**src/svm_pkg.sv**
```systemverilog
`timescale 1ns / 1ps
// Shared constants, codes and types of the section visibility mask unit.
// No dependencies.
package svm_pkg;

   localparam int SECTIONS_DEF       = 16;
   localparam int CHUNK_WIDTH_DEF    = 16;
   localparam int CHUNK_DEPTH_DEF    = 16;
   localparam int SECTION_HEIGHT_DEF = 16;

   localparam int MASK_W     = 16;
   localparam int CNT_W      = 5;
   localparam int POS_W      = 24;
   localparam int NRM_W      = 15;
   localparam int CHK_W      = 12;
   localparam int CSEC_W     = 11;
   localparam int DOWN_W     = 5;
   localparam int PIDX_W     = 3;
   localparam int SY_W       = 4;
   localparam int MINSEC_W   = 12;
   localparam int PLANE_COUNT = 6;
   localparam int AXES       = 3;
   localparam int CSR_IDX_W  = 3;
   localparam int CSR_DATA_W = 24;
   localparam int MUL_W      = 30;
   localparam int ACC_W      = 62;

   localparam logic signed [ACC_W-1:0] DIST_LIMIT = ACC_W'(64'd5898240000);

   localparam logic OP_LOAD  = 1'b0;
   localparam logic OP_QUERY = 1'b1;

   localparam logic [CSR_IDX_W-1:0] REG_CAMERA_X     = 3'd0;
   localparam logic [CSR_IDX_W-1:0] REG_CAMERA_Y     = 3'd1;
   localparam logic [CSR_IDX_W-1:0] REG_CAMERA_Z     = 3'd2;
   localparam logic [CSR_IDX_W-1:0] REG_CAMERA_SEC   = 3'd3;
   localparam logic [CSR_IDX_W-1:0] REG_MAX_DOWN     = 3'd4;
   localparam logic [CSR_IDX_W-1:0] REG_FRUSTUM_EN   = 3'd5;

   typedef struct packed {
      logic init;
      logic mul;
      logic acc;
   } mac_ctl_type;

   typedef struct packed {
      logic signed [POS_W-1:0]  x;
      logic signed [POS_W-1:0]  y;
      logic signed [POS_W-1:0]  z;
      logic signed [CSEC_W-1:0] section;
      logic [DOWN_W-1:0]        max_down;
      logic                     frustum_en;
   } cam_type;

   typedef struct packed {
      logic [MASK_W-1:0] visible_mask;
      logic [CNT_W-1:0]  tested_count;
      logic [CNT_W-1:0]  below_culled;
      logic [CNT_W-1:0]  frustum_culled;
      logic [CNT_W-1:0]  distance_culled;
   } res_type;

endpackage

```
**src/svm_req_if.sv**
```systemverilog
`timescale 1ns / 1ps
// Request channel: plane loads and chunk queries.
// Depends on svm_pkg.
interface svm_req_if;
   import svm_pkg::*;
   logic                     valid;
   logic                     ready;
   logic                     operation;
   logic [PIDX_W-1:0]        plane_index;
   logic signed [NRM_W-1:0]  normal_x;
   logic signed [NRM_W-1:0]  normal_y;
   logic signed [NRM_W-1:0]  normal_z;
   logic signed [POS_W-1:0]  plane_offset;
   logic signed [CHK_W-1:0]  chunk_x;
   logic signed [CHK_W-1:0]  chunk_z;
   logic [MASK_W-1:0]        nonempty_mask;

   modport source (output valid, operation, plane_index, normal_x, normal_y, normal_z,
                   plane_offset, chunk_x, chunk_z, nonempty_mask, input ready);
   modport sink   (input valid, operation, plane_index, normal_x, normal_y, normal_z,
                   plane_offset, chunk_x, chunk_z, nonempty_mask, output ready);
endinterface

```
**src/svm_rsp_if.sv**
```systemverilog
`timescale 1ns / 1ps
// Response channel: visible mask and cull counts of one query.
// Depends on svm_pkg.
interface svm_rsp_if;
   import svm_pkg::*;
   logic              valid;
   logic              ready;
   logic [MASK_W-1:0] visible_mask;
   logic [CNT_W-1:0]  tested_count;
   logic [CNT_W-1:0]  below_culled;
   logic [CNT_W-1:0]  frustum_culled;
   logic [CNT_W-1:0]  distance_culled;

   modport source (output valid, visible_mask, tested_count, below_culled,
                   frustum_culled, distance_culled, input ready);
   modport sink   (input valid, visible_mask, tested_count, below_culled,
                   frustum_culled, distance_culled, output ready);
endinterface

```
**src/svm_mac.sv**
```systemverilog
`timescale 1ns / 1ps
// Shared multiply-accumulate unit: registered product, accumulator.
// Depends on svm_pkg.
module svm_mac (
   input  logic                             clock,
   input  svm_pkg::mac_ctl_type             ctl,
   input  logic signed [svm_pkg::MUL_W-1:0] a,
   input  logic signed [svm_pkg::MUL_W-1:0] b,
   input  logic signed [svm_pkg::ACC_W-1:0] init_value,
   output logic signed [svm_pkg::ACC_W-1:0] acc_sum
);
   import svm_pkg::*;

   logic signed [2*MUL_W-1:0] prod_ff, prod_in;
   logic signed [ACC_W-1:0]   acc_ff, acc_in;

   always_comb begin
      prod_in = ctl.mul ? a * b : prod_ff;
      acc_sum = acc_ff + ACC_W'(prod_ff);
      if (ctl.init) begin
         acc_in = init_value;
      end else if (ctl.acc) begin
         acc_in = acc_sum;
      end else begin
         acc_in = acc_ff;
      end
   end

   always_ff @(posedge clock) begin
      prod_ff <= prod_in;
      acc_ff  <= acc_in;
   end
endmodule

```
**src/svm_seq.sv**
```systemverilog
`timescale 1ns / 1ps
// Sequencer: plane store, per-section walk, plane and distance terms on svm_mac.
// Depends on svm_pkg, svm_req_if, svm_mac.
module svm_seq #(
   parameter int SECTIONS       = svm_pkg::SECTIONS_DEF,
   parameter int CHUNK_WIDTH    = svm_pkg::CHUNK_WIDTH_DEF,
   parameter int CHUNK_DEPTH    = svm_pkg::CHUNK_DEPTH_DEF,
   parameter int SECTION_HEIGHT = svm_pkg::SECTION_HEIGHT_DEF
) (
   input  logic             clock,
   input  logic             reset,
   svm_req_if.sink          req,
   input  svm_pkg::cam_type cam,
   output svm_pkg::res_type result,
   output logic             result_valid,
   input  logic             result_take
);
   import svm_pkg::*;

   localparam int NSEC = (SECTIONS < MASK_W) ? SECTIONS : MASK_W;
   localparam logic [SY_W-1:0] LAST_SY = SY_W'(NSEC - 1);
   localparam logic signed [MUL_W-1:0] CW_S = MUL_W'(CHUNK_WIDTH);
   localparam logic signed [MUL_W-1:0] CD_S = MUL_W'(CHUNK_DEPTH);
   localparam logic signed [MUL_W-1:0] SH_S = MUL_W'(SECTION_HEIGHT);
   localparam logic signed [MUL_W-1:0] CW_H = MUL_W'(CHUNK_WIDTH * 128);
   localparam logic signed [MUL_W-1:0] CD_H = MUL_W'(CHUNK_DEPTH * 128);
   localparam logic signed [MUL_W-1:0] SH_H = MUL_W'(SECTION_HEIGHT * 128);
   localparam logic [PIDX_W-1:0] LAST_PLANE = PIDX_W'(PLANE_COUNT - 1);
   localparam logic [1:0] LAST_AXIS = 2'(AXES - 1);

   localparam logic [2:0] S_IDLE = 3'd0;
   localparam logic [2:0] S_SCAN = 3'd1;
   localparam logic [2:0] S_MUL  = 3'd2;
   localparam logic [2:0] S_ACC  = 3'd3;
   localparam logic [2:0] S_DONE = 3'd4;

   logic [2:0]              state_ff, state_in;
   logic [SY_W-1:0]         sy_ff, sy_in;
   logic [PIDX_W-1:0]       plane_ff, plane_in;
   logic [1:0]              axis_ff, axis_in;
   logic                    dist_ff, dist_in;
   logic [MASK_W-1:0]       mask_ff, mask_in;
   logic signed [CHK_W-1:0] cx_ff, cx_in, cz_ff, cz_in;
   res_type                 res_ff, res_in;

   logic signed [NRM_W-1:0] nrm_ff [PLANE_COUNT][AXES];
   logic signed [POS_W-1:0] ofs_ff [PLANE_COUNT];

   mac_ctl_type             mac_ctl;
   logic signed [MUL_W-1:0] op_a, op_b;
   logic signed [ACC_W-1:0] init_value, acc_sum;
   logic [PIDX_W-1:0]       ofs_idx;
   logic signed [NRM_W-1:0] nrm;
   logic signed [MUL_W-1:0] cx_ext, cz_ext, base_x, base_z, y_lo, lo, hi, corner;
   logic signed [MUL_W-1:0] dx, dy, dz, d;
   logic signed [MINSEC_W-1:0] min_sec, sy_s;
   logic                    below_hit, accept, last_sy;

   assign req.ready = (state_ff == S_IDLE);
   assign accept    = req.valid && req.ready;
   assign result       = res_ff;
   assign result_valid = (state_ff == S_DONE);

   always_ff @(posedge clock) begin
      if (accept && req.operation == OP_LOAD && req.plane_index < PIDX_W'(PLANE_COUNT)) begin
         nrm_ff[req.plane_index][0] <= req.normal_x;
         nrm_ff[req.plane_index][1] <= req.normal_y;
         nrm_ff[req.plane_index][2] <= req.normal_z;
         ofs_ff[req.plane_index]    <= req.plane_offset;
      end
   end

   always_comb begin
      cx_ext = MUL_W'(cx_ff);
      cz_ext = MUL_W'(cz_ff);
      base_x = cx_ext * CW_S;
      base_z = cz_ext * CD_S;
      y_lo   = MUL_W'(sy_ff) * SH_S;
      nrm    = nrm_ff[plane_ff][axis_ff];
      unique case (axis_ff)
         2'd0: begin
            lo = base_x;
            hi = base_x + CW_S;
         end
         2'd1: begin
            lo = y_lo;
            hi = y_lo + SH_S;
         end
         default: begin
            lo = base_z;
            hi = base_z + CD_S;
         end
      endcase
      corner = (nrm >= 0) ? hi : lo;
      dx = (base_x <<< 8) + CW_H - MUL_W'(cam.x);
      dy = (y_lo <<< 8) + SH_H - MUL_W'(cam.y);
      dz = (base_z <<< 8) + CD_H - MUL_W'(cam.z);
      unique case (axis_ff)
         2'd0:    d = dx;
         2'd1:    d = dy;
         default: d = dz;
      endcase
      op_a = dist_ff ? d : MUL_W'(nrm);
      op_b = dist_ff ? d : (corner <<< 8);
      ofs_idx = (state_ff == S_SCAN) ? '0 : plane_ff + 1'b1;
      min_sec = MINSEC_W'(cam.section) - MINSEC_W'($signed({1'b0, cam.max_down}));
      sy_s    = $signed(MINSEC_W'(sy_ff));
      below_hit = (cam.max_down != '0) && (sy_s < min_sec);
      last_sy   = (sy_ff == LAST_SY);
   end

   always_comb begin
      state_in = state_ff;
      sy_in    = sy_ff;
      plane_in = plane_ff;
      axis_in  = axis_ff;
      dist_in  = dist_ff;
      mask_in  = mask_ff;
      cx_in    = cx_ff;
      cz_in    = cz_ff;
      res_in   = res_ff;
      mac_ctl  = '0;
      init_value = '0;
      unique case (state_ff)
         S_IDLE: begin
            if (accept && req.operation == OP_QUERY) begin
               mask_in  = req.nonempty_mask;
               cx_in    = req.chunk_x;
               cz_in    = req.chunk_z;
               sy_in    = '0;
               res_in   = '0;
               state_in = S_SCAN;
            end
         end
         S_SCAN: begin
            if (!mask_ff[sy_ff]) begin
               state_in = last_sy ? S_DONE : S_SCAN;
               sy_in    = sy_ff + 1'b1;
            end else begin
               res_in.tested_count = res_ff.tested_count + 1'b1;
               axis_in = '0;
               plane_in = '0;
               if (below_hit) begin
                  res_in.below_culled = res_ff.below_culled + 1'b1;
                  state_in = last_sy ? S_DONE : S_SCAN;
                  sy_in    = sy_ff + 1'b1;
               end else begin
                  dist_in      = !cam.frustum_en;
                  mac_ctl.init = 1'b1;
                  init_value   = cam.frustum_en ? (ACC_W'(ofs_ff[ofs_idx]) <<< 14) : '0;
                  state_in     = S_MUL;
               end
            end
         end
         S_MUL: begin
            mac_ctl.mul = 1'b1;
            state_in    = S_ACC;
         end
         S_ACC: begin
            if (axis_ff != LAST_AXIS) begin
               mac_ctl.acc = 1'b1;
               axis_in  = axis_ff + 1'b1;
               state_in = S_MUL;
            end else if (!dist_ff) begin
               axis_in = '0;
               if (acc_sum < 0) begin
                  res_in.frustum_culled = res_ff.frustum_culled + 1'b1;
                  state_in = last_sy ? S_DONE : S_SCAN;
                  sy_in    = sy_ff + 1'b1;
               end else if (plane_ff == LAST_PLANE) begin
                  dist_in      = 1'b1;
                  mac_ctl.init = 1'b1;
                  state_in     = S_MUL;
               end else begin
                  plane_in     = plane_ff + 1'b1;
                  mac_ctl.init = 1'b1;
                  init_value   = ACC_W'(ofs_ff[ofs_idx]) <<< 14;
                  state_in     = S_MUL;
               end
            end else begin
               if (acc_sum > DIST_LIMIT) begin
                  res_in.distance_culled = res_ff.distance_culled + 1'b1;
               end else begin
                  res_in.visible_mask[sy_ff] = 1'b1;
               end
               state_in = last_sy ? S_DONE : S_SCAN;
               sy_in    = sy_ff + 1'b1;
            end
         end
         S_DONE: begin
            if (result_take) begin
               state_in = S_IDLE;
            end
         end
         default: state_in = S_IDLE;
      endcase
   end

   always_ff @(posedge clock) begin
      if (reset) begin
         state_ff <= S_IDLE;
      end else begin
         state_ff <= state_in;
      end
      sy_ff    <= sy_in;
      plane_ff <= plane_in;
      axis_ff  <= axis_in;
      dist_ff  <= dist_in;
      mask_ff  <= mask_in;
      cx_ff    <= cx_in;
      cz_ff    <= cz_in;
      res_ff   <= res_in;
   end

   svm_mac u_mac (
      .clock      (clock),
      .ctl        (mac_ctl),
      .a          (op_a),
      .b          (op_b),
      .init_value (init_value),
      .acc_sum    (acc_sum)
   );
endmodule

```
**src/section_visibility_mask_unit.sv**
```systemverilog
`timescale 1ns / 1ps
// Top level: control registers, response register, sequencer instance.
// Depends on svm_pkg, svm_req_if, svm_rsp_if, svm_seq.
//
// Usage:
//   req_port carries plane loads (operation 0) and chunk queries (operation 1).
//   A load gives no response and is taken only while idle; a load with plane index
//   above 5 is dropped. A query gives one transfer on rsp_port with the
//   visible mask and the cull counts.
//   csr_* writes the camera registers; write only while no query is in flight.
//   A query walks the sections in order. An empty or below-limit section is
//   passed over; a tested section sums the plane terms for 6 planes by 3
//   axes and is dropped at the first plane with a negative sum, and a section
//   that passes all planes then sums 3 squared distance terms; a query with
//   frustum test off goes straight to the distance terms. The result passes
//   through the response register, and the unit returns to idle before the
//   next request transfer. All products come from the single multiplier.
//   req_port.ready stays low while a query runs and while its result waits
//   for the response register; the register holds it while rsp_port stalls.
//   Reset clears the camera registers (frustum test enabled), the sequencer
//   state and the response valid; the plane store holds nothing until loaded.
module section_visibility_mask_unit #(
   parameter int SECTIONS       = svm_pkg::SECTIONS_DEF,
   parameter int CHUNK_WIDTH    = svm_pkg::CHUNK_WIDTH_DEF,
   parameter int CHUNK_DEPTH    = svm_pkg::CHUNK_DEPTH_DEF,
   parameter int SECTION_HEIGHT = svm_pkg::SECTION_HEIGHT_DEF
) (
   input  logic                              clock,
   input  logic                              reset,
   svm_req_if.sink                           req_port,
   svm_rsp_if.source                         rsp_port,
   input  logic                              csr_write_enable,
   input  logic [svm_pkg::CSR_IDX_W-1:0]     csr_index,
   input  logic [svm_pkg::CSR_DATA_W-1:0]    csr_write_data
);
   import svm_pkg::*;

   localparam int NSEC = (SECTIONS < MASK_W) ? SECTIONS : MASK_W;

   cam_type cam_ff, cam_in;
   res_type rsp_ff, rsp_in, result;
   logic    rsp_valid_ff, rsp_valid_in;
   logic    result_valid, result_take;

   always_comb begin
      cam_in = cam_ff;
      if (csr_write_enable) begin
         unique case (csr_index)
            REG_CAMERA_X:   cam_in.x          = csr_write_data;
            REG_CAMERA_Y:   cam_in.y          = csr_write_data;
            REG_CAMERA_Z:   cam_in.z          = csr_write_data;
            REG_CAMERA_SEC: cam_in.section    = csr_write_data[CSEC_W-1:0];
            REG_MAX_DOWN:   cam_in.max_down   = csr_write_data[DOWN_W-1:0];
            REG_FRUSTUM_EN: cam_in.frustum_en = csr_write_data[0];
            default:        cam_in = cam_ff;
         endcase
      end
   end

   assign result_take  = result_valid && (!rsp_valid_ff || rsp_port.ready);
   assign rsp_valid_in = result_take || (rsp_valid_ff && !rsp_port.ready);
   assign rsp_in       = result_take ? result : rsp_ff;

   always_ff @(posedge clock) begin
      if (reset) begin
         cam_ff       <= '{x: '0, y: '0, z: '0, section: '0, max_down: '0, frustum_en: 1'b1};
         rsp_valid_ff <= 1'b0;
      end else begin
         cam_ff       <= cam_in;
         rsp_valid_ff <= rsp_valid_in;
      end
      rsp_ff <= rsp_in;
   end

   assign rsp_port.valid           = rsp_valid_ff;
   assign rsp_port.visible_mask    = rsp_ff.visible_mask;
   assign rsp_port.tested_count    = rsp_ff.tested_count;
   assign rsp_port.below_culled    = rsp_ff.below_culled;
   assign rsp_port.frustum_culled  = rsp_ff.frustum_culled;
   assign rsp_port.distance_culled = rsp_ff.distance_culled;

   svm_seq #(
      .SECTIONS       (SECTIONS),
      .CHUNK_WIDTH    (CHUNK_WIDTH),
      .CHUNK_DEPTH    (CHUNK_DEPTH),
      .SECTION_HEIGHT (SECTION_HEIGHT)
   ) u_seq (
      .clock        (clock),
      .reset        (reset),
      .req          (req_port),
      .cam          (cam_ff),
      .result       (result),
      .result_valid (result_valid),
      .result_take  (result_take)
   );

   a_counts_add_up: assert property (@(posedge clock) disable iff (reset)
      rsp_port.valid |-> (32'(rsp_port.tested_count) == 32'(rsp_port.below_culled)
         + 32'(rsp_port.frustum_culled) + 32'(rsp_port.distance_culled)
         + 32'($countones(rsp_port.visible_mask))))
      else $error("cull counts do not sum to tested count");

   a_tested_bound: assert property (@(posedge clock) disable iff (reset)
      rsp_port.valid |-> (32'(rsp_port.tested_count) <= NSEC))
      else $error("tested count exceeds section count");

   a_busy_blocks_req: assert property (@(posedge clock) disable iff (reset)
      result_valid |-> !req_port.ready)
      else $error("request accepted while a result is pending");
endmodule
```
**src/flat_wrapper.sv**
```systemverilog
// flat-port wrapper written by rule: the top's interface ports become plain ports
module section_visibility_mask_unit_flat import svm_pkg::*;
#(
   parameter int SECTIONS       = svm_pkg::SECTIONS_DEF,
   parameter int CHUNK_WIDTH    = svm_pkg::CHUNK_WIDTH_DEF,
   parameter int CHUNK_DEPTH    = svm_pkg::CHUNK_DEPTH_DEF,
   parameter int SECTION_HEIGHT = svm_pkg::SECTION_HEIGHT_DEF
)
  (clock, reset, csr_write_enable, csr_index, csr_write_data, req_port_valid, req_port_operation, req_port_plane_index, req_port_normal_x, req_port_normal_y, req_port_normal_z, req_port_plane_offset, req_port_chunk_x, req_port_chunk_z, req_port_nonempty_mask, req_port_ready, rsp_port_valid, rsp_port_visible_mask, rsp_port_tested_count, rsp_port_below_culled, rsp_port_frustum_culled, rsp_port_distance_culled, rsp_port_ready);
  svm_req_if req_port_i ();
  svm_rsp_if rsp_port_i ();
  input  logic clock;
  input  logic reset;
  input  logic csr_write_enable;
  input  logic [svm_pkg::CSR_IDX_W-1:0] csr_index;
  input  logic [svm_pkg::CSR_DATA_W-1:0] csr_write_data;
  input wire logic [$bits(req_port_i.valid)-1:0] req_port_valid;
  input wire logic [$bits(req_port_i.operation)-1:0] req_port_operation;
  input wire logic [$bits(req_port_i.plane_index)-1:0] req_port_plane_index;
  input wire logic [$bits(req_port_i.normal_x)-1:0] req_port_normal_x;
  input wire logic [$bits(req_port_i.normal_y)-1:0] req_port_normal_y;
  input wire logic [$bits(req_port_i.normal_z)-1:0] req_port_normal_z;
  input wire logic [$bits(req_port_i.plane_offset)-1:0] req_port_plane_offset;
  input wire logic [$bits(req_port_i.chunk_x)-1:0] req_port_chunk_x;
  input wire logic [$bits(req_port_i.chunk_z)-1:0] req_port_chunk_z;
  input wire logic [$bits(req_port_i.nonempty_mask)-1:0] req_port_nonempty_mask;
  output wire logic [$bits(req_port_i.ready)-1:0] req_port_ready;
  output wire logic [$bits(rsp_port_i.valid)-1:0] rsp_port_valid;
  output wire logic [$bits(rsp_port_i.visible_mask)-1:0] rsp_port_visible_mask;
  output wire logic [$bits(rsp_port_i.tested_count)-1:0] rsp_port_tested_count;
  output wire logic [$bits(rsp_port_i.below_culled)-1:0] rsp_port_below_culled;
  output wire logic [$bits(rsp_port_i.frustum_culled)-1:0] rsp_port_frustum_culled;
  output wire logic [$bits(rsp_port_i.distance_culled)-1:0] rsp_port_distance_culled;
  input wire logic [$bits(rsp_port_i.ready)-1:0] rsp_port_ready;
  assign req_port_i.valid = req_port_valid;
  assign req_port_i.operation = req_port_operation;
  assign req_port_i.plane_index = req_port_plane_index;
  assign req_port_i.normal_x = req_port_normal_x;
  assign req_port_i.normal_y = req_port_normal_y;
  assign req_port_i.normal_z = req_port_normal_z;
  assign req_port_i.plane_offset = req_port_plane_offset;
  assign req_port_i.chunk_x = req_port_chunk_x;
  assign req_port_i.chunk_z = req_port_chunk_z;
  assign req_port_i.nonempty_mask = req_port_nonempty_mask;
  assign req_port_ready = req_port_i.ready;
  assign rsp_port_valid = rsp_port_i.valid;
  assign rsp_port_visible_mask = rsp_port_i.visible_mask;
  assign rsp_port_tested_count = rsp_port_i.tested_count;
  assign rsp_port_below_culled = rsp_port_i.below_culled;
  assign rsp_port_frustum_culled = rsp_port_i.frustum_culled;
  assign rsp_port_distance_culled = rsp_port_i.distance_culled;
  assign rsp_port_i.ready = rsp_port_ready;
  section_visibility_mask_unit #(.SECTIONS(SECTIONS), .CHUNK_WIDTH(CHUNK_WIDTH), .CHUNK_DEPTH(CHUNK_DEPTH), .SECTION_HEIGHT(SECTION_HEIGHT)) u_core (.clock(clock), .reset(reset), .req_port(req_port_i), .rsp_port(rsp_port_i), .csr_write_enable(csr_write_enable), .csr_index(csr_index), .csr_write_data(csr_write_data));
endmodule
```
**config.mk**
```make
export PLATFORM = sky130hd
export DESIGN_NAME = section_visibility_mask_unit_flat
export DESIGN_NICKNAME = d
export VERILOG_FILES = /design/src/svm_pkg.sv /design/src/svm_req_if.sv /design/src/svm_rsp_if.sv /design/src/svm_mac.sv /design/src/svm_seq.sv /design/src/section_visibility_mask_unit.sv /design/src/flat_wrapper.sv
export SDC_FILE = /design/constraint.sdc
export NUM_CORES = 2
export LEC_CHECK = 0
export BUFFER_PORTS_ARGS = -buffer_cell sky130_fd_sc_hd__buf_4
export CAP_MARGIN = 40
export CORE_MARGIN = 5
export CORE_UTILIZATION = 58
export CTS_BUF_LIST = sky130_fd_sc_hd__clkbuf_4 sky130_fd_sc_hd__clkbuf_8 sky130_fd_sc_hd__clkbuf_16
export DETAILED_ROUTE_END_ITERATION = 16
export MAX_ROUTING_LAYER = met4
export PLACE_DENSITY = 0.87
export SYNTH_ARGS = -nofsm -noshare
export SYNTH_HDL_FRONTEND = slang
export SYNTH_SLANG_ARGS = --single-unit
```
**constraint.sdc**
```tcl
create_clock -name clock -period 14.8 [get_ports clock]
set_clock_uncertainty 0.15 [all_clocks]
set_input_delay 2.96 -clock clock [delete_from_list [all_inputs] [get_ports clock]]
set_output_delay 2.96 -clock clock [all_outputs]
set_load 0.02 [all_outputs]
```
# Word-level counts from Yosys, hierarchy flattened

Memory sizes are Yosys's and may differ from the RTL's. A register that Yosys moved wholly into a read port is not among the register bits.
Cells that the tools add are included.

Add/subtract/negate cells: 18
Multipliers: 1
Magnitude comparators: 8
Eq/ne operators: 29
Multiplexer cells: 83
Bitwise logic cells: 3
Reduce and logical (&&, ||, !) cells: 39

Operator list:

| kind                                                            | count |
|---|---|
| 2-to-1 mux 62 bit                                               | 9 |
| one-hot mux 62 bit (2 select lines)                             | 1 |
| one-hot mux 22 bit (2 select lines)                             | 2 |
| adder 62 x 60 -> 62 bit                                         | 1 |
| greater-than comparator 62 x 34 -> 1 bit, second input constant | 1 |
| < comparator 62 x 1 -> 1 bit, second input constant             | 1 |
| multiplier 30 x 30 -> 60 bit                                    | 1 |
| 2-to-1 mux 30 bit                                               | 2 |
| one-hot mux 30 bit (2 select lines)                             | 1 |
| subtractor 25 x 24 -> 26 bit                                    | 2 |
| adder 24 x 13 -> 25 bit, second input constant                  | 2 |
| 2-to-1 mux 16 bit                                               | 3 |
| 2-to-1 mux 3 bit                                                | 15 |
| one-hot mux 10 bit (2 select lines)                             | 2 |
| 2-to-1 mux 36 bit                                               | 1 |
| adder 16 x 6 -> 17 bit, second input constant                   | 2 |
| one-hot mux 16 bit (2 select lines)                             | 1 |
| binary-select mux 15 bit (select 2 bit)                         | 1 |
| 2-to-1 mux 15 bit                                               | 2 |
| 2-to-1 mux 5 bit                                                | 5 |
| subtractor 18 x 24 -> 25 bit                                    | 1 |
| 2-to-1 mux 4 bit                                                | 6 |
| inequality test 2 bit, second input constant                    | 12 |
| 2-to-1 mux 22 bit                                               | 1 |
| 46 further kinds                                                | 106 |

Register bits: 337
RAM bits: 414
Input port bits: 145
Output and inout port bits: 38
Word-level logic and storage cells: 210
Memories: 2

Memory list:

| name                | depth | bits a word | read ports | clocked after memory_dff | wr ports | line          | text |
|---|---|---|---|---|---|---|---|
| u_core.u_seq.nrm_ff | 6     | 45          | 1          | 1                        | 1        | svm_seq.sv:46 | `logic signed [NRM_W-1:0] nrm_ff [PLANE_COUNT][AXES];` |
| u_core.u_seq.ofs_ff | 6     | 24          | 1          | 0                        | 1        | svm_seq.sv:47 | `logic signed [POS_W-1:0] ofs_ff [PLANE_COUNT];` |

# Logic depth before layout (Yosys ltp)

Depth after elaboration: 9
Mapped depth: 45
Mapped depth without buffers: 40

# Cells and area by module

Synthesis repeated with hierarchy kept, for this count alone.

Cells, all modules: 6695
Area, all modules: 70211.1 µm²

By module, submodules not included:

| module                       | instances | cells each | area an instance (µm²) | sequential area each (µm²) |
|---|---|---|---|---|
| svm_mac                      | 1         | 4407       | 41063.1                | 3663.5 |
| svm_seq                      | 1         | 1925       | 24444.7                | 15134.5 |
| section_visibility_mask_unit | 1         | 363        | 4703.3                 | 2882.8 |

# Worst setup path after synthesis

Ideal clock, no wire load.

Kind: flip-flop to flip-flop
From: reg u_core.u_seq.axis_ff[1]
To: reg u_core.u_seq.u_mac.prod_ff[58] (data pin)
Library setup time: 265 ps
Data arrival time: 10249 ps
Data required time: 14385 ps
Setup slack: 4136 ps
Stages on the path, launching flop included: 37
Path buffers: 7
Clock period less this slack: 10664 ps
Cells stage by stage: edfxtp_1 clkinv_1 clkbuf_1 ha_1 clkbuf_1 buf_2 buf_2 buf_2 buf_1 a22oi_1 o21ai_0 nand2_1 clkbuf_1 nor2_1 fa_1 fa_1 inv_1 fa_1 inv_1 fa_1 fa_1 fa_1 inv_1 fa_1 fa_1 inv_1 ha_1 a21o_1 a21o_1 a21oi_1 o21bai_1 a21o_1 a21o_1 o41ai_2 o21ai_1 nor4b_1 or3_1

Word-level cells in the longest chain between the ends: 8
Elaborated cells on any way between the ends: 14
Those cells by class: mul: 1; order compare: 1; eq/ne: 1; mux: 9; bitwise: 1; reduce/logical: 1

Ends and longest elaborated chain:

| element                                               | line           | text |
|---|---|---|
| from (decl)                                           | svm_seq.sv:40  | `logic [1:0] axis_ff, axis_in;` |
| from (signal assigned)                                | svm_seq.sv:207 | `axis_ff <= axis_in;` |
| NOT 2 -> 3 bit (implied by the code)                  | svm_seq.sv:79  | `nrm = nrm_ff[plane_ff][axis_ff];` |
| binary-select mux 15 bit (select 2 bit)               | svm_seq.sv:79  |  |
| 2-to-1 mux 15 bit (implied by the code) (2 in series) | svm_seq.sv:79  |  |
| >= comparator 15 x 1 -> 1 bit                         | svm_seq.sv:94  | `corner = (nrm >= 0) ? hi : lo;` |
| 2-to-1 mux 22 bit                                     | svm_seq.sv:94  |  |
| 2-to-1 mux 30 bit                                     | svm_seq.sv:104 | `op_b = dist_ff ? d : (corner <<< 8);` |
| multiplier 30 x 30 -> 60 bit *                        | svm_mac.sv:18  | `prod_in = ctl.mul ? a * b : prod_ff;` |
| to (signal assigned)                                  | svm_mac.sv:30  | `prod_ff <= prod_in;` |
| to (decl)                                             | svm_mac.sv:14  | `logic signed [2*MUL_W-1:0] prod_ff, prod_in;` |

Mark *: on every way between the ends. The rest lies on a longest branch, timed or not. The select of a mux whose other input is x is not followed.
A chain may end at the register's enable or synchronous reset.

# Final worst setup path

From: reg u_core.u_seq.axis_ff[1]
To: reg u_core.u_seq.u_mac.prod_ff[59] (data pin)

Same word-level chain as after synthesis.

==> impl_results.md <==
* Post-DP HPWL at 147500 um
* CP endpoint kind: register
* Average cell area after synthesis at 10.36 um^2
* Startpoint Class: register
* Rows at 123
* Worst-Skew Late Latency at 680 ps
* Post-DRT Antenna Nets at 0
* Initial antenna violation count at 16
* CP delay by family, top: adder cells
* Cell Count, Final, Fillers Out at 8037
* Register area share after synthesis at 32.90%
* I/O pin cnt at 183
* Yosys reg bits at 754
* H-tree depth at 3
* Synth warnings at 0
* I/O Buffers at 182
* Top_reg_cell synth: edfxtp_1
* RSZ-0062 raised after global routing: no
* Post-CTS Repair Setup Buffers at 0
* Total Wirelength at 200600 um
* Outcome: completed
* Core area at 0.1127 mm^2
* Pin count of the biggest net entering global routing at 67
* Vias in the first global route at 52.16k
* Die area at 0.1205 mm^2
* Iteration-0 DRC count of the detailed router at 6079
* Final Hold Viols at 0
* Most common cell after layout, fill and taps aside: inv_1
* DRC Markers at 0
* Fin crit share at 88.10%
* Worst min-delay path category: reg2reg
* Clock transition at path regs at 70 ps
* Post-CTS Hold Fix Bufs at 0
* DR vias at 50.17k
* Mapped Area at 0.06590 mm^2
* Most frequent cells in the layout: 1125 x inv_1, 862 x fa_1, 837 x nand2_1
* CP Class: reg2reg
* Slew Limit Fails at 0
* Fill count at 8210
* Achievable Freq at 76.69 MHz
* Vias/cell at 6.242
* First drt pass iteration count at 7
* EDFF count, synth at 658
* Synthesized instance count at 6363
* Highest cell delay on the worst timing path at 970 ps
* Share of cells above drive strength 1 at 8.967%
* Dpl cells at 7876
* Clk root buf: clkbuf_16
* CTS buffer count at 74
* Total global-route track usage at 33.93%
* Min cycle time layout at 13040 ps
* Asr flop ratio synth at 0%
* Setup Total Neg Slack at 0 ps
* Yosys cell types at 109
* Critical Path Fanout Max at 39
* Slowest stage cell, crit path: a22oi_1
* CP most frequent cell: fa_1
* GPL Wtd Cong at 1.050
* DR WL/cell at 24.96 um
* Worst slew pin tran at 1217 ps
* CP Buf/Inv Count at 10
* Max-Cap Viols at 0
* Longest Clk Path Bufs at 3
* TritonCTS clock tree: yes
* Starting Density at 58.49%
* Critical Path RT at 15050 ps
* P&R area growth vs syn at 9.414%
* Die Ht at 347.1 um
* Die width at 347.1 um
* CP arrival at 13290 ps
* Clock sink count at 754
* Final setup viols at 0
* Total gr overflow at 0
* Post-layout net count at 7750
* CTS-repair resized insts at 0
* Slew margin rel. at 18.88%
* First-pass GRT wire length at 305600 um
[logic make-up after synthesis]
logic type               share of synthesized area [%]
AO/OA/AOI/OAI                                    9.699
XOR/XNOR                                         2.406
adder cells (fa/ha/maj)                          31.71
buffers and inverters                            8.345
flip-flops                                       32.90
multiplexers                                     2.823
other                                         0.005691
AND/OR/NAND/NOR                                  12.11
[cell type report]
cell class / instances / area, um^2 / area share (%)
repair buffers: 302 / 2620 / 3.634
diodes: 24 / 60.06 / 0.08330
multi-input cells: 4189 / 38880 / 53.92
clock inverters: 46 / 729.5 / 1.012
flip-flops and latches: 754 / 21690 / 30.08
clock buffers: 91 / 2004 / 2.780
inverters: 1131 / 4245 / 5.888
well taps: 1500 / 1877 / 2.603
[metal layers]
| metal | share of wire (%) | GRT usage (%) | vias to the layer above |
|---|---|---|---|
| met1 | 34 | 40.69 | 24620 |
| met2 | 46 | 52.60 | 3461 |
| met3 | 12 | 8.914 | 939 |
| met4 | 7.3 | 18.99 | 0 |
| met5 | 0 | - | - |
| li1 | - | - | 21149 |
[stage by stage]
stage | instance area, um^2 | setup slack (ps) | utilization [%] | hold slack (ps)
floorplan | 65900 | 4136 | - | 276.4
global placement | 68720 | 2388 | 61.00 | 284.4
detailed placement | 69310 | 2469 | 61.52 | 290.4
CTS | 72040 | 2415 | 63.95 | 280.9
global route | 72080 | 1579 | 63.99 | 283.1
finish | 72100 | 1761 | 64.00 | 272.2
[Yosys cell counts, types with 16 or more instances]
cell type | instances | area share, %
inv_1 | 1126 | 6.4
fa_1 | 862 | 26
nand2_1 | 837 | 4.8
edfxtp_1 | 658 | 30
nor2_1 | 372 | 2.1
a21oi_1 | 296 | 2.2
ha_1 | 291 | 5.5
clkbuf_1 | 194 | 1.1
o21ai_0 | 169 | 1.3
xnor2_1 | 120 | 1.6
and2_1 | 103 | 0.98
dfxtp_1 | 96 | 2.9
nand3_1 | 87 | 0.66
a21o_1 | 70 | 0.80
buf_2 | 68 | 0.52
a211oi_1 | 61 | 0.69
mux2i_1 | 61 | 0.93
xor2_1 | 61 | 0.81
nor3_1 | 57 | 0.43
mux4_2 | 50 | 1.7
and3_1 | 49 | 0.47
a31oi_1 | 46 | 0.44
nand2b_1 | 44 | 0.42
nor2b_1 | 43 | 0.41
o211ai_1 | 42 | 0.48
nand4_1 | 38 | 0.36
a221oi_1 | 29 | 0.39
o21a_1 | 25 | 0.28
or3_1 | 23 | 0.22
and4_1 | 20 | 0.27
o21ai_1 | 19 | 0.14
o21bai_1 | 19 | 0.22
o32ai_1 | 19 | 0.25
or2_2 | 18 | 0.17
a311oi_1 | 16 | 0.21
[state kept, by name, summed over array words and instances, names as in the netlist, named ones only]
| register | count |
|---|---|
| u_core.u_seq.cz_ff | 12 |
| u_core.u_seq.dist_ff | 1 |
| u_core.u_seq.sy_ff | 4 |
| u_core.u_seq.axis_ff | 2 |
| u_core.u_seq.nrm_ff | 270 |
| u_core.rsp_port.tested_count | 5 |
| u_core.u_seq.u_mac.prod_ff | 60 |
| u_core.u_seq.mask_ff | 16 |
| u_core.u_seq.ofs_ff | 144 |
| u_core.rsp_port.distance_culled | 5 |
| u_core.u_seq.plane_ff | 3 |
| u_core.rsp_port.visible_mask | 16 |
| u_core.rsp_port.frustum_culled | 5 |
| u_core.u_seq.u_mac.acc_ff | 62 |
| u_core.rsp_port.valid | 1 |
| u_core.rsp_port.below_culled | 5 |
| u_core.u_seq.state_ff | 3 |
| u_core.cam_ff | 89 |
| u_core.u_seq.cx_ff | 12 |
| u_core.u_seq.result | 36 |
[final timing paths]
path,startpoint,end,slack [ps],cells after the start
setup / recovery,u_core.u_seq.axis_ff[1]$_SDFFCE_PN0P_,u_core.u_seq.u_mac.prod_ff[59]$_DFFE_PP_,1760,33
setup reg to reg,u_core.u_seq.axis_ff[1]$_SDFFCE_PN0P_,u_core.u_seq.u_mac.prod_ff[59]$_DFFE_PP_,1760,33
hold reg to reg,u_core.u_seq.result[35]$_SDFFCE_PN0P_,u_core.rsp_port.visible_mask[15]$_DFFE_PP_,270,0
hold / removal,u_core.u_seq.result[35]$_SDFFCE_PN0P_,u_core.rsp_port.visible_mask[15]$_DFFE_PP_,270,0
Power is left out: the tool's default activity adds up to more than one toggle a clock period on the data nets, which glitch-free logic cannot reach.
